## src/hdl/cgr_pkg.sv

```systemverilog
package cgr_pkg;

  localparam int DIV_REM_W = 42;
  localparam int DIV_BIT_W = 41;
  localparam int DIV_CNT_W = 6;

  localparam logic [1:0] FUNC_SAMPLE = 2'd0;
  localparam logic [1:0] FUNC_READ   = 2'd1;
  localparam logic [1:0] FUNC_CLEAR  = 2'd2;

  localparam logic [1:0] REG_START_POSITION = 2'd0;
  localparam logic [1:0] REG_CELL_WIDTH     = 2'd1;
  localparam logic [1:0] REG_LAST_CELL      = 2'd2;

  typedef enum logic [3:0] {
    ST_CLEAR,
    ST_IDLE,
    ST_IDX,
    ST_IDX_WAIT,
    ST_PLACE,
    ST_MAX_RD,
    ST_MAX_WR,
    ST_INT_MUL,
    ST_INT_SPAN,
    ST_INT_LO,
    ST_INT_HI,
    ST_INT_DIV,
    ST_INT_WAIT,
    ST_READ,
    ST_READ_Q,
    ST_FINISH
  } state_t;

  typedef struct packed {
    logic                 start;
    logic [DIV_REM_W-1:0] rem_init;
    logic [DIV_BIT_W-1:0] bits;
    logic [DIV_CNT_W-1:0] iters;
    logic [DIV_BIT_W-1:0] divisor;
  } div_req_t;

  typedef struct packed {
    logic                 done;
    logic [DIV_BIT_W-1:0] quot;
  } div_rsp_t;

endpackage

```

## src/hdl/cgr_div.sv

```systemverilog
module cgr_div (
  input  logic              clk,
  input  logic              rst,
  input  cgr_pkg::div_req_t req,
  output cgr_pkg::div_rsp_t rsp
);
  import cgr_pkg::*;

  logic [DIV_REM_W-1:0] rem;
  logic [DIV_BIT_W-1:0] sh;
  logic [DIV_BIT_W-1:0] q;
  logic [DIV_BIT_W-1:0] dv;
  logic [DIV_CNT_W-1:0] cnt;
  logic                 busy;
  logic                 done;
  logic [DIV_REM_W-1:0] r2;
  logic                 ge;

  // one quotient bit per cycle, restoring; divisor held from the start request
  always_comb begin
    r2 = {rem[DIV_REM_W-2:0], sh[DIV_BIT_W-1]};
    ge = (r2 >= {1'b0, dv});
  end

  always_ff @(posedge clk) begin
    if (rst) begin
      busy <= 1'b0;
      done <= 1'b0;
    end else begin
      done <= 1'b0;
      if (req.start) begin
        busy <= 1'b1;
      end else if (busy && cnt == DIV_CNT_W'(1)) begin
        busy <= 1'b0;
        done <= 1'b1;
      end
    end
  end

  always_ff @(posedge clk) begin
    if (req.start) begin
      rem <= req.rem_init;
      sh  <= req.bits;
      q   <= '0;
      dv  <= req.divisor;
      cnt <= req.iters;
    end else if (busy) begin
      rem <= ge ? (r2 - {1'b0, dv}) : r2;
      sh  <= {sh[DIV_BIT_W-2:0], 1'b0};
      q   <= {q[DIV_BIT_W-2:0], ge};
      cnt <= cnt - DIV_CNT_W'(1);
    end
  end

  assign rsp.done = done;
  assign rsp.quot = q;

endmodule

```

## config.mk

```make
export PLATFORM = sky130hd
export DESIGN_NAME = cgr_div
export DESIGN_NICKNAME = d
export VERILOG_FILES = /design/src/hdl/cgr_pkg.sv /design/src/hdl/cgr_div.sv
export SDC_FILE = /design/constraint.sdc
export NUM_CORES = 1
export LEC_CHECK = 0
export ABC_CLOCK_PERIOD_IN_PS = 3600
export BUFFER_PORTS_ARGS = -buffer_cell sky130_fd_sc_hd__buf_2
export CORE_MARGIN = 2
export CORE_UTILIZATION = 50
export DETAILED_ROUTE_END_ITERATION = 10
export PLACE_DENSITY = 0.7
export REMOVE_ABC_BUFFERS = 1
export SETUP_SLACK_MARGIN = 0.2
export SLEW_MARGIN = 20
export SYNTH_ARGS = -nofsm -noshare
export SYNTH_HDL_FRONTEND = slang
export SYNTH_SLANG_ARGS = --single-unit
export TNS_END_PERCENT = 1
```

## constraint.sdc

```tcl
create_clock -name clk -period 3.6 [get_ports clk]
set_input_delay 0.54 -clock clk [delete_from_list [all_inputs] [get_ports clk]]
set_output_delay 0.54 -clock clk [all_outputs]
set_load 0.05 [all_outputs]
```

Word level (Yosys, flattened, before mapping) --
Cells that the tools add are included.
Word-level totals: output and inout bits 42, flip-flop bits (word level) 172, bits of input ports 133, memory bits (writable) 0, bits in read-only memories 0, memories kept 0, latch bits 0, logic and storage cells 25
Operators by class: bitwise logic cells 0, reduce and logical (&&, ||, !) cells 4, multipliers 0, muxes and demuxes 10, equality and inequality tests 1, shift operators 0, order comparisons 1, add/sub/neg operators 2, div/mod/pow operators 0
Operator list (number):
- 2-to-1 mux 41 bit | 5
- greater-or-equal comparator 42 x 41 -> 1 bit | 1
- subtractor 41 bit | 1
- 2-to-1 mux 6 bit | 2
- equality test 6 x 1 -> 1 bit, second input constant | 1
- subtractor 6 x 1 -> 6 bit, second input constant | 1
- nonzero test 2 bit | 2
- 2-to-1 mux 1 bit | 3
- OR reduction 2 bit | 1
- logical AND 1 bit | 1

Logic depth before layout (Yosys ltp) --
Gate-level depths: netlist of the first run.
depth after elaboration 4, depth in mapped cells 15, depth with buffers taken out 13

Least setup slack after synthesis of the first run --
OpenSTA, ideal clock, no wires.
path kind register -> register, start point reg sh[40], end point reg rem[40] (data pin), clock period less this slack 3.115 ns, library setup time 0.261 ns, data arrival time 2.854 ns, path slack 0.485 ns, cell stages (with the launch flop) 14, buffers on the path 0, data required time 3.339 ns, cell sequence edfxtp_1 -> inv_1 -> ha_1 -> inv_1 -> fa_1 -> a21o_1 -> a221oi_4 -> a211oi_4 -> o21ai_2 -> nand2_4 -> a2bb2oi_4 -> nor3_1 -> or3_1 -> a221o_1
Between the ends: word-level cells in the longest chain between the ends 4, elaborated cells between the ends (all ways) 5, those cells by class add/sub (1); order compare (1); mux (3)
Ends and longest elaborated chain:
- from (decl) | line cgr_div.sv:10 | logic [DIV_BIT_W-1:0] sh;
- from (signal assigned) | line cgr_div.sv:43 | sh <= req.bits;
- from (signal assigned) | line cgr_div.sv:49 | sh <= {sh[DIV_BIT_W-2:0], 1'b0};
- subtractor 41 bit or greater-or-equal comparator 42 x 41 -> 1 bit (tied branches) | line cgr_div.sv:48, cgr_div.sv:22
- 2-to-1 mux 41 bit * | line cgr_div.sv:48 | rem <= ge ? (r2 - {1'b0, dv}) : r2;
- 2-to-1 mux 41 bit * | line cgr_div.sv:47 | end else if (busy) begin
- 2-to-1 mux 41 bit * | line cgr_div.sv:41 | if (req.start) begin
- to (signal assigned) | line cgr_div.sv:42 | rem <= req.rem_init;
- to (signal assigned) | line cgr_div.sv:48
- to (decl) | line cgr_div.sv:9 | logic [DIV_REM_W-1:0] rem;
Every way passes the cells marked *; elsewhere a longest branch is shown, timed or not. The select of a mux whose other input is x is not followed. A chain may end at the register's enable or synchronous reset.

Final worst setup path of the first run --
start point reg rem[15], end point reg rem[40] (data pin)
Between the ends: word-level cells in the longest chain between the ends 4, elaborated cells between the ends (all ways) 5, those cells by class add/sub (1); order compare (1); mux (3)
Ends and longest elaborated chain (line):
- subtractor 41 bit or greater-or-equal comparator 42 x 41 -> 1 bit (tied branches) | cgr_div.sv:48, cgr_div.sv:22
- 2-to-1 mux 41 bit * | cgr_div.sv:48
- 2-to-1 mux 41 bit * | cgr_div.sv:47
- 2-to-1 mux 41 bit * | cgr_div.sv:41
Marks and branches as above.

==> results of run 1 <==
-- cells by family (layout without fill, tap and decap cells) --
family	Yosys count	in the layout	share of synthesized area [%]
simple gates	257	257	12.3
compound gates	198	198	13.5
flops	172	172	50.1
buf+inv	103	276	4.46
mux	91	91	10.2
fa+ha+maj	44	44	5.91
xor+xnor	38	38	3.52
other cells	0	1	0
-- layout make-up --
cell class	instances	area, um2
Sequential cell	172	4740
Antenna cell	1	2.50
Tap cell	234	293
Inverter	56	210
Multi-Input combinational cell	628	4320
Fill cell	1590	7440
Timing Repair Buffer	188	1030
Clock buffer	17	425
Clock inverter	15	188
-- timing repair --
item                                    4_1_cts  5_1_grt
endpoints found under the setup margin        0       33
setup buffers                                 0        1
endpoints found under the hold margin         0        0
gates resized for setup                       0        5
-- synth_stat cells, types with 2 or more instances --
cell type | count | area, um2
sky130_fd_sc_hd__edfxtp_1 | 129 | 3870
sky130_fd_sc_hd__nand2_1 | 93 | 349
sky130_fd_sc_hd__nor2_1 | 87 | 327
sky130_fd_sc_hd__a21oi_1 | 64 | 320
sky130_fd_sc_hd__inv_1 | 56 | 210
sky130_fd_sc_hd__o21ai_0 | 53 | 265
sky130_fd_sc_hd__mux2i_1 | 51 | 510
sky130_fd_sc_hd__dfxtp_1 | 43 | 861
sky130_fd_sc_hd__ha_1 | 43 | 538
sky130_fd_sc_hd__mux2_2 | 40 | 450
sky130_fd_sc_hd__xnor2_1 | 22 | 193
sky130_fd_sc_hd__clkbuf_1 | 18 | 67.6
sky130_fd_sc_hd__xor2_1 | 16 | 140
sky130_fd_sc_hd__a31oi_1 | 15 | 93.8
sky130_fd_sc_hd__a21o_1 | 14 | 105
sky130_fd_sc_hd__buf_2 | 14 | 70.1
sky130_fd_sc_hd__nand3_1 | 12 | 60.1
sky130_fd_sc_hd__nand4_1 | 12 | 75.1
sky130_fd_sc_hd__nor3_1 | 12 | 60.1
sky130_fd_sc_hd__and3_1 | 9 | 56.3
sky130_fd_sc_hd__buf_1 | 9 | 33.8
sky130_fd_sc_hd__o211ai_1 | 7 | 52.6
sky130_fd_sc_hd__o21a_1 | 7 | 52.6
sky130_fd_sc_hd__nor4_1 | 6 | 37.5
sky130_fd_sc_hd__and2_1 | 5 | 31.3
sky130_fd_sc_hd__nand2b_1 | 5 | 31.3
sky130_fd_sc_hd__buf_4 | 4 | 30.0
sky130_fd_sc_hd__a211o_1 | 3 | 26.3
sky130_fd_sc_hd__nor3b_1 | 3 | 22.5
sky130_fd_sc_hd__o21bai_1 | 3 | 22.5
sky130_fd_sc_hd__o221ai_1 | 3 | 26.3
sky130_fd_sc_hd__a2111o_1 | 2 | 22.5
sky130_fd_sc_hd__a211oi_1 | 2 | 15.0
sky130_fd_sc_hd__a41oi_1 | 2 | 17.5
sky130_fd_sc_hd__and4b_2 | 2 | 22.5
sky130_fd_sc_hd__clkbuf_2 | 2 | 10.0
sky130_fd_sc_hd__nand4b_1 | 2 | 17.5
sky130_fd_sc_hd__o311ai_0 | 2 | 17.5
sky130_fd_sc_hd__o31ai_1 | 2 | 15.0
-- per-layer routing --
layer | global-route usage (%) | vias to the layer above
met5 | 0 | -
met2 | 34.9 | 193
li1 | - | 3587
met3 | 7.02 | 18
met1 | 27.2 | 3347
met4 | 4.95 | 4
-- worst reg2reg max path: stages (launching register included) --
cell	delay, ns
sky130_fd_sc_hd__edfxtp_1	0.42
sky130_fd_sc_hd__ha_1	0.45
sky130_fd_sc_hd__nand4_1	0.15
sky130_fd_sc_hd__or2_0	0.29
sky130_fd_sc_hd__a211oi_4	0.28
sky130_fd_sc_hd__o21ai_4	0.12
sky130_fd_sc_hd__nand2_4	0.15
sky130_fd_sc_hd__a2bb2oi_4	0.07
sky130_fd_sc_hd__buf_4	0.15
sky130_fd_sc_hd__o2111a_1	0.23
sky130_fd_sc_hd__or3_1	0.37
sky130_fd_sc_hd__a221o_1	0.32
-- worst min-delay path by stage --
stage | start | endpoint | slack [ns] | cells after the start
after floorplan | sh[9] | sh[10] | 0.52 | 1
after CTS | req[22] | dv[22] | 0.26 | 1
after global routing | req[22] | dv[22] | 0.26 | 1
after global placement | q[40] | q[40] | 0.47 | 2
after detailed placement | q[40] | q[40] | 0.48 | 2
final | req[22] | dv[22] | 0.28 | 1
-- sequential cells by signal, indices dropped and copies added (netlist names) --
register and cells:
done 1, rem 41, busy 1, cnt 6
sh 41, dv 41, q 41
-- report_power, final --
group	switching, uW	internal, uW
clock network	906	977
registers	130	2480
logic	1700	1270
-- metrics by stage --
step	std cells	hold slack (ns)	power (uW)	TNS, ns
global placement	1277	0.470	5530	0
global route	1311	0.263	7950	0
detailed placement	1277	0.484	5580	0
floorplan	856	0.525	4770	-8.85
CTS	1309	0.262	7490	0
finish	1311	0.276	7470	0
==> results.md, run 1 <==
- Status: complete, no violations
- Number of clock sinks seen by CTS: 172
- Clock Tree Root: sky130_fd_sc_hd__clkbuf_16
- Wire length of the first global-routing pass: 34000 um
- Max_cap viols: 0
- Part of the Yosys area used for sequential elements: 50.1%
- Uppermost routed layer: met5
- Post-synthesis instance area: 9440 um2
- Critical Path, Cell by Cell: ha_1 -> nand4_1 -> or2_0 -> a211oi_4 -> o21ai_4 -> nand2_4 -> a2bb2oi_4 -> buf_4 -> o2111a_1 -> or3_1 -> a221o_1
- Final-report setup violation count: 0
- Starting DRC count in detailed routing: 531
- Worst slew pin tran: 0.766 ns
- Post-synthesis cell type count: 68
- Area enclosed by the die boundary: 20000 um2
- Minimum period implied by the final worst setup slack: 3.25 ns
- Sum of net half-perimeters after detailed placement: 14500 um
- Initial antenna violation count: 3
- Largest net degree at the start of global routing: 94
- Reg-to-reg critical path endpoint: rem[40]
- Cell area reported after detailed placement: 10600 um2
- Unrepaired setup endpoints after global routing: true
- Req. time, crit path: 3.78 ns
- Startpoint class of the critical path: flop
- Worst Setup End Kind: flop
- Final wirelength: 20600 um
- Crit path max-delay cell type: sky130_fd_sc_hd__ha_1
- Final number of hold-violating endpoints: 0
- Count of input and output buffers: 173
- Via count of the first global-routing pass: 7034
- Kind of critical path: reg -> reg
- Clock-pin slew on the worst setup and hold paths: 0.08 ns
- Most frequent standard cell in the layout excluding fill and tap cells: sky130_fd_sc_hd__buf_2
- Maximum fanout count along the critical path: 8
- Post-DRT Antenna Nets: 0
- Mean instance size in the synthesized netlist: 10.5 um2
- Achievable Freq: 0.308 GHz
- Tcrit/Tclk final: 90.2%
- Vias after detailed routing: 7149
- Number of buffers on the longest clock path: 2
- Die Span Y: 141 um
- Post-route core utilization: 60.1%
- R2r startpoint: rem[15]
- Count of cells along the worst register-to-register path: 11
- Critical path destination: rem[40]
- Die boundary width: 141 um
- Synthesized netlist cell count: 903
- TritonCTS clock tree: yes
- IO Pins: 175
- DRC errors left: 0
- Max Transition Viols Final: 0
- CP max stage delay: 0.45 ns
- Initial standard-cell utilization of the core: 50.7%
- FF-to-FF setup slack: 0.35 ns
- Placeable Area: 18600 um2
- Number of buffers and inverters on the critical path: 1
- Worst path arrival time: 3.43 ns
- Drt wl/cell: 15.7 um
- Met2 wire length: 9630 um
- Level count of the clock H-tree: 4
- Type of the most critical hold path: in -> reg
- Post-Place Setup Slack: 0.260 ns
- Routability congestion estimate from global placement: 0.874
- CP delay by family, top: compound AO/OA/AOI/OAI gates
- Least setup slack across all paths after layout: 0.351 ns
- Overall track demand over capacity in global routing: 21.2%
- Share of final-layout standard cells stronger than drive strength 1: 25.7%
- Total length of routed met3 wires: 1440 um
- Nets@finish: 1240
- Final setup skew: 0.0155 ns
- Average via count per standard cell: 5.45
- Power per Cell Area: 667 nW/um2
- Clock latency on the worst-skew pair: 0.44 ns
- Post-route standard cell area excluding fillers: 11200 um2
- Highest-count cells in the layout ignoring fill and taps: 172 x sky130_fd_sc_hd__buf_2, 129 x sky130_fd_sc_hd__edfxtp_1, 93 x sky130_fd_sc_hd__nand2_1
- Hold_buf cts: 0
- Tightest slew margin relative to the limit: 48.9%
- Async set-reset flop share out of synthesis: 0%
- Area growth from synthesis to layout: 18.7%
- Crit path from: rem[15]
- Clock buffers created by TritonCTS: 17
- Global-route congestion overflow total: 0
- Total iterations of the first detailed-routing run: 5
- Metal1 wirelength: 9330 um
- Predominant post-synthesis flop cell: sky130_fd_sc_hd__edfxtp_1
- Worst IR drop on VDD: 0.000410 V
- Count of flip-flops with a built-in enable after synthesis: 129
- Synth warn: 0
- Leak pwr: 0.00484 uW
- Number of rows in the core area: 50
- Number of cells on the critical path: 11
- Seq cells post-synth: 172
(Power assumes the default switching activity.)
==> run 2, diff against run 1 <==
Settings changed: CORE_ASPECT_RATIO from default to 1.2.
==> results.md, run 2 (synthesis gave the netlist of run 1 again) <==
- Global-route congestion overflow total: 0
- Level count of the clock H-tree: 4
- Area growth from synthesis to layout: 19.0%
- Die boundary width: 129 um
- Worst IR drop on VDD: 0.000400 V
- TritonCTS clock tree: yes
- Clock Tree Root: sky130_fd_sc_hd__clkbuf_16
- Worst path arrival time: 3.50 ns
- Routability congestion estimate from global placement: 0.894
- Post-DRT Antenna Nets: 0
- Number of buffers on the longest clock path: 2
- Post-layout total power: 7540 uW
- Tcrit/Tclk final: 92.0%
- Average via count per standard cell: 5.40
- Nets@finish: 1241
- Final-report setup violation count: 0
- Tightest slew margin relative to the limit: 48.6%
- Unrepaired setup endpoints after global routing: true
- Clock latency on the worst-skew pair: 0.45 ns
- Final number of hold-violating endpoints: 0
- Worst slew pin tran: 0.770 ns
- Least setup slack across all paths after layout: 0.289 ns
- Filler cells: 1647
- Total iterations of the first detailed-routing run: 5
- Critical Path, Cell by Cell: ha_1 -> nand2_1 -> o21ai_0 -> a21oi_1 -> o211a_1 -> a2bb2oi_4 -> buf_4 -> o2111a_1 -> or3_1 -> a221o_1
- Number of rows in the core area: 55
- Wire length of the first global-routing pass: 33600 um
- Count of input and output buffers: 173
- IO Pins: 175
- Drt wl/cell: 15.6 um
- Leak pwr: 0.00485 uW
- Minimum period implied by the final worst setup slack: 3.31 ns
- Power per Cell Area: 671 nW/um2
- Final wirelength: 20800 um
- Initial antenna violation count: 3
- CP delay by family, top: compound AO/OA/AOI/OAI gates
- DRC errors left: 0
- Share of final-layout standard cells stronger than drive strength 1: 25.4%
- Vias after detailed routing: 7199
- Max_cap viols: 0
- Crit path max-delay cell type: sky130_fd_sc_hd__ha_1
- Dpl cells: 1300
- Status: complete, no violations
- Final std cells w/o fill: 1334
- Largest net degree at the start of global routing: 71
- Final setup skew: 0.0144 ns
- Hold Worst Slack: 0.257 ns
- Clock buffers created by TritonCTS: 17
- Die Span Y: 155 um
- Area enclosed by the die boundary: 20000 um2
- Met2 wire length: 9860 um
- Number of buffers and inverters on the critical path: 1
- Metal1 wirelength: 9140 um
- Starting DRC count in detailed routing: 366
- Type of the most critical hold path: in -> reg
- Max Transition Viols Final: 0
- CP max stage delay: 0.47 ns
- Worst Setup End Kind: flop
- Total length of routed met3 wires: 1490 um
- Via count of the first global-routing pass: 7081
- Initial standard-cell utilization of the core: 50.5%
- Post-Place Setup Slack: 0.266 ns
- Most frequent standard cell in the layout excluding fill and tap cells: sky130_fd_sc_hd__buf_2
- Hold_buf cts: 0
- Uppermost routed layer: met5
- Clock-pin slew on the worst setup and hold paths: 0.08 ns
- Req. time, crit path: 3.79 ns
- Kind of critical path: reg -> reg
- Highest-count cells in the layout ignoring fill and taps: 172 x sky130_fd_sc_hd__buf_2, 129 x sky130_fd_sc_hd__edfxtp_1, 93 x sky130_fd_sc_hd__nand2_1
- FF-to-FF setup slack: 0.29 ns
- Achievable Freq: 0.302 GHz
- Number of clock sinks seen by CTS: 172
- Startpoint class of the critical path: flop
- Sum of net half-perimeters after detailed placement: 14900 um
- Maximum fanout count along the critical path: 10
- Overall track demand over capacity in global routing: 21.1%
- Placeable Area: 18700 um2
==> run 2: where the power goes <==
group          leakage (uW)  internal [uW]  switching, uW
combinational       0.00289           1240           1710
sequential          0.00164           2480            131
clock              0.000313            990            991
==> run 2: stage by stage <==
stage	setup TNS, ns	instance area, um2	utilization, %
after floorplan	-8.85	9230	-
after global placement	0	10600	56.5
after detailed placement	0	10600	56.5
after CTS	0	11200	59.9
after global routing	0	11200	60.0
final	0	11200	60.0
==> run 2: timing repair <==
item,CTS,global route
setup endpoints to repair,0,29
gates resized for setup,0,2
buffers inserted,0,1
==> run 2: metal layers <==
layer | up-vias | GRT usage (%)
li1 | 3593 | -
met1 | 3364 | 26.1
met2 | 208 | 35.3
met3 | 30 | 6.88
met4 | 4 | 6.04
met5 | - | 0
==> run 2: worst reg2reg max path, delay by kind of cell (launching register included) <==
kind	cells	cell delay [ns]
AND/OR/NAND/NOR	2	0.59
buffers and inverters	1	0.15
flip-flops	1	0.41
AO/OA/AOI/OAI	6	1.43
adder cells (fa/ha/maj)	1	0.47
==> run 2: path summary, 6_finish.rpt <==
check / start / to / depth (start not counted)
setup / recovery: rem[26] / rem[40] / 10
hold / removal: rst / busy / 2
setup reg to reg: rem[26] / rem[40] / 10
hold reg to reg: q[37] / q[37] / 2
==> run 2: final cells by class <==
type / count / area (um2) / share of cell area (%)
Antenna cell: 1 / 2.50 / 0.0223
Clock buffer: 17 / 425 / 3.79
Clock inverter: 15 / 218 / 1.94
Inverter: 56 / 210 / 1.87
Multi-Input combinational cell: 628 / 4310 / 38.3
Sequential cell: 172 / 4740 / 42.1
Tap cell: 256 / 320 / 2.85
Timing Repair Buffer: 189 / 1020 / 9.08
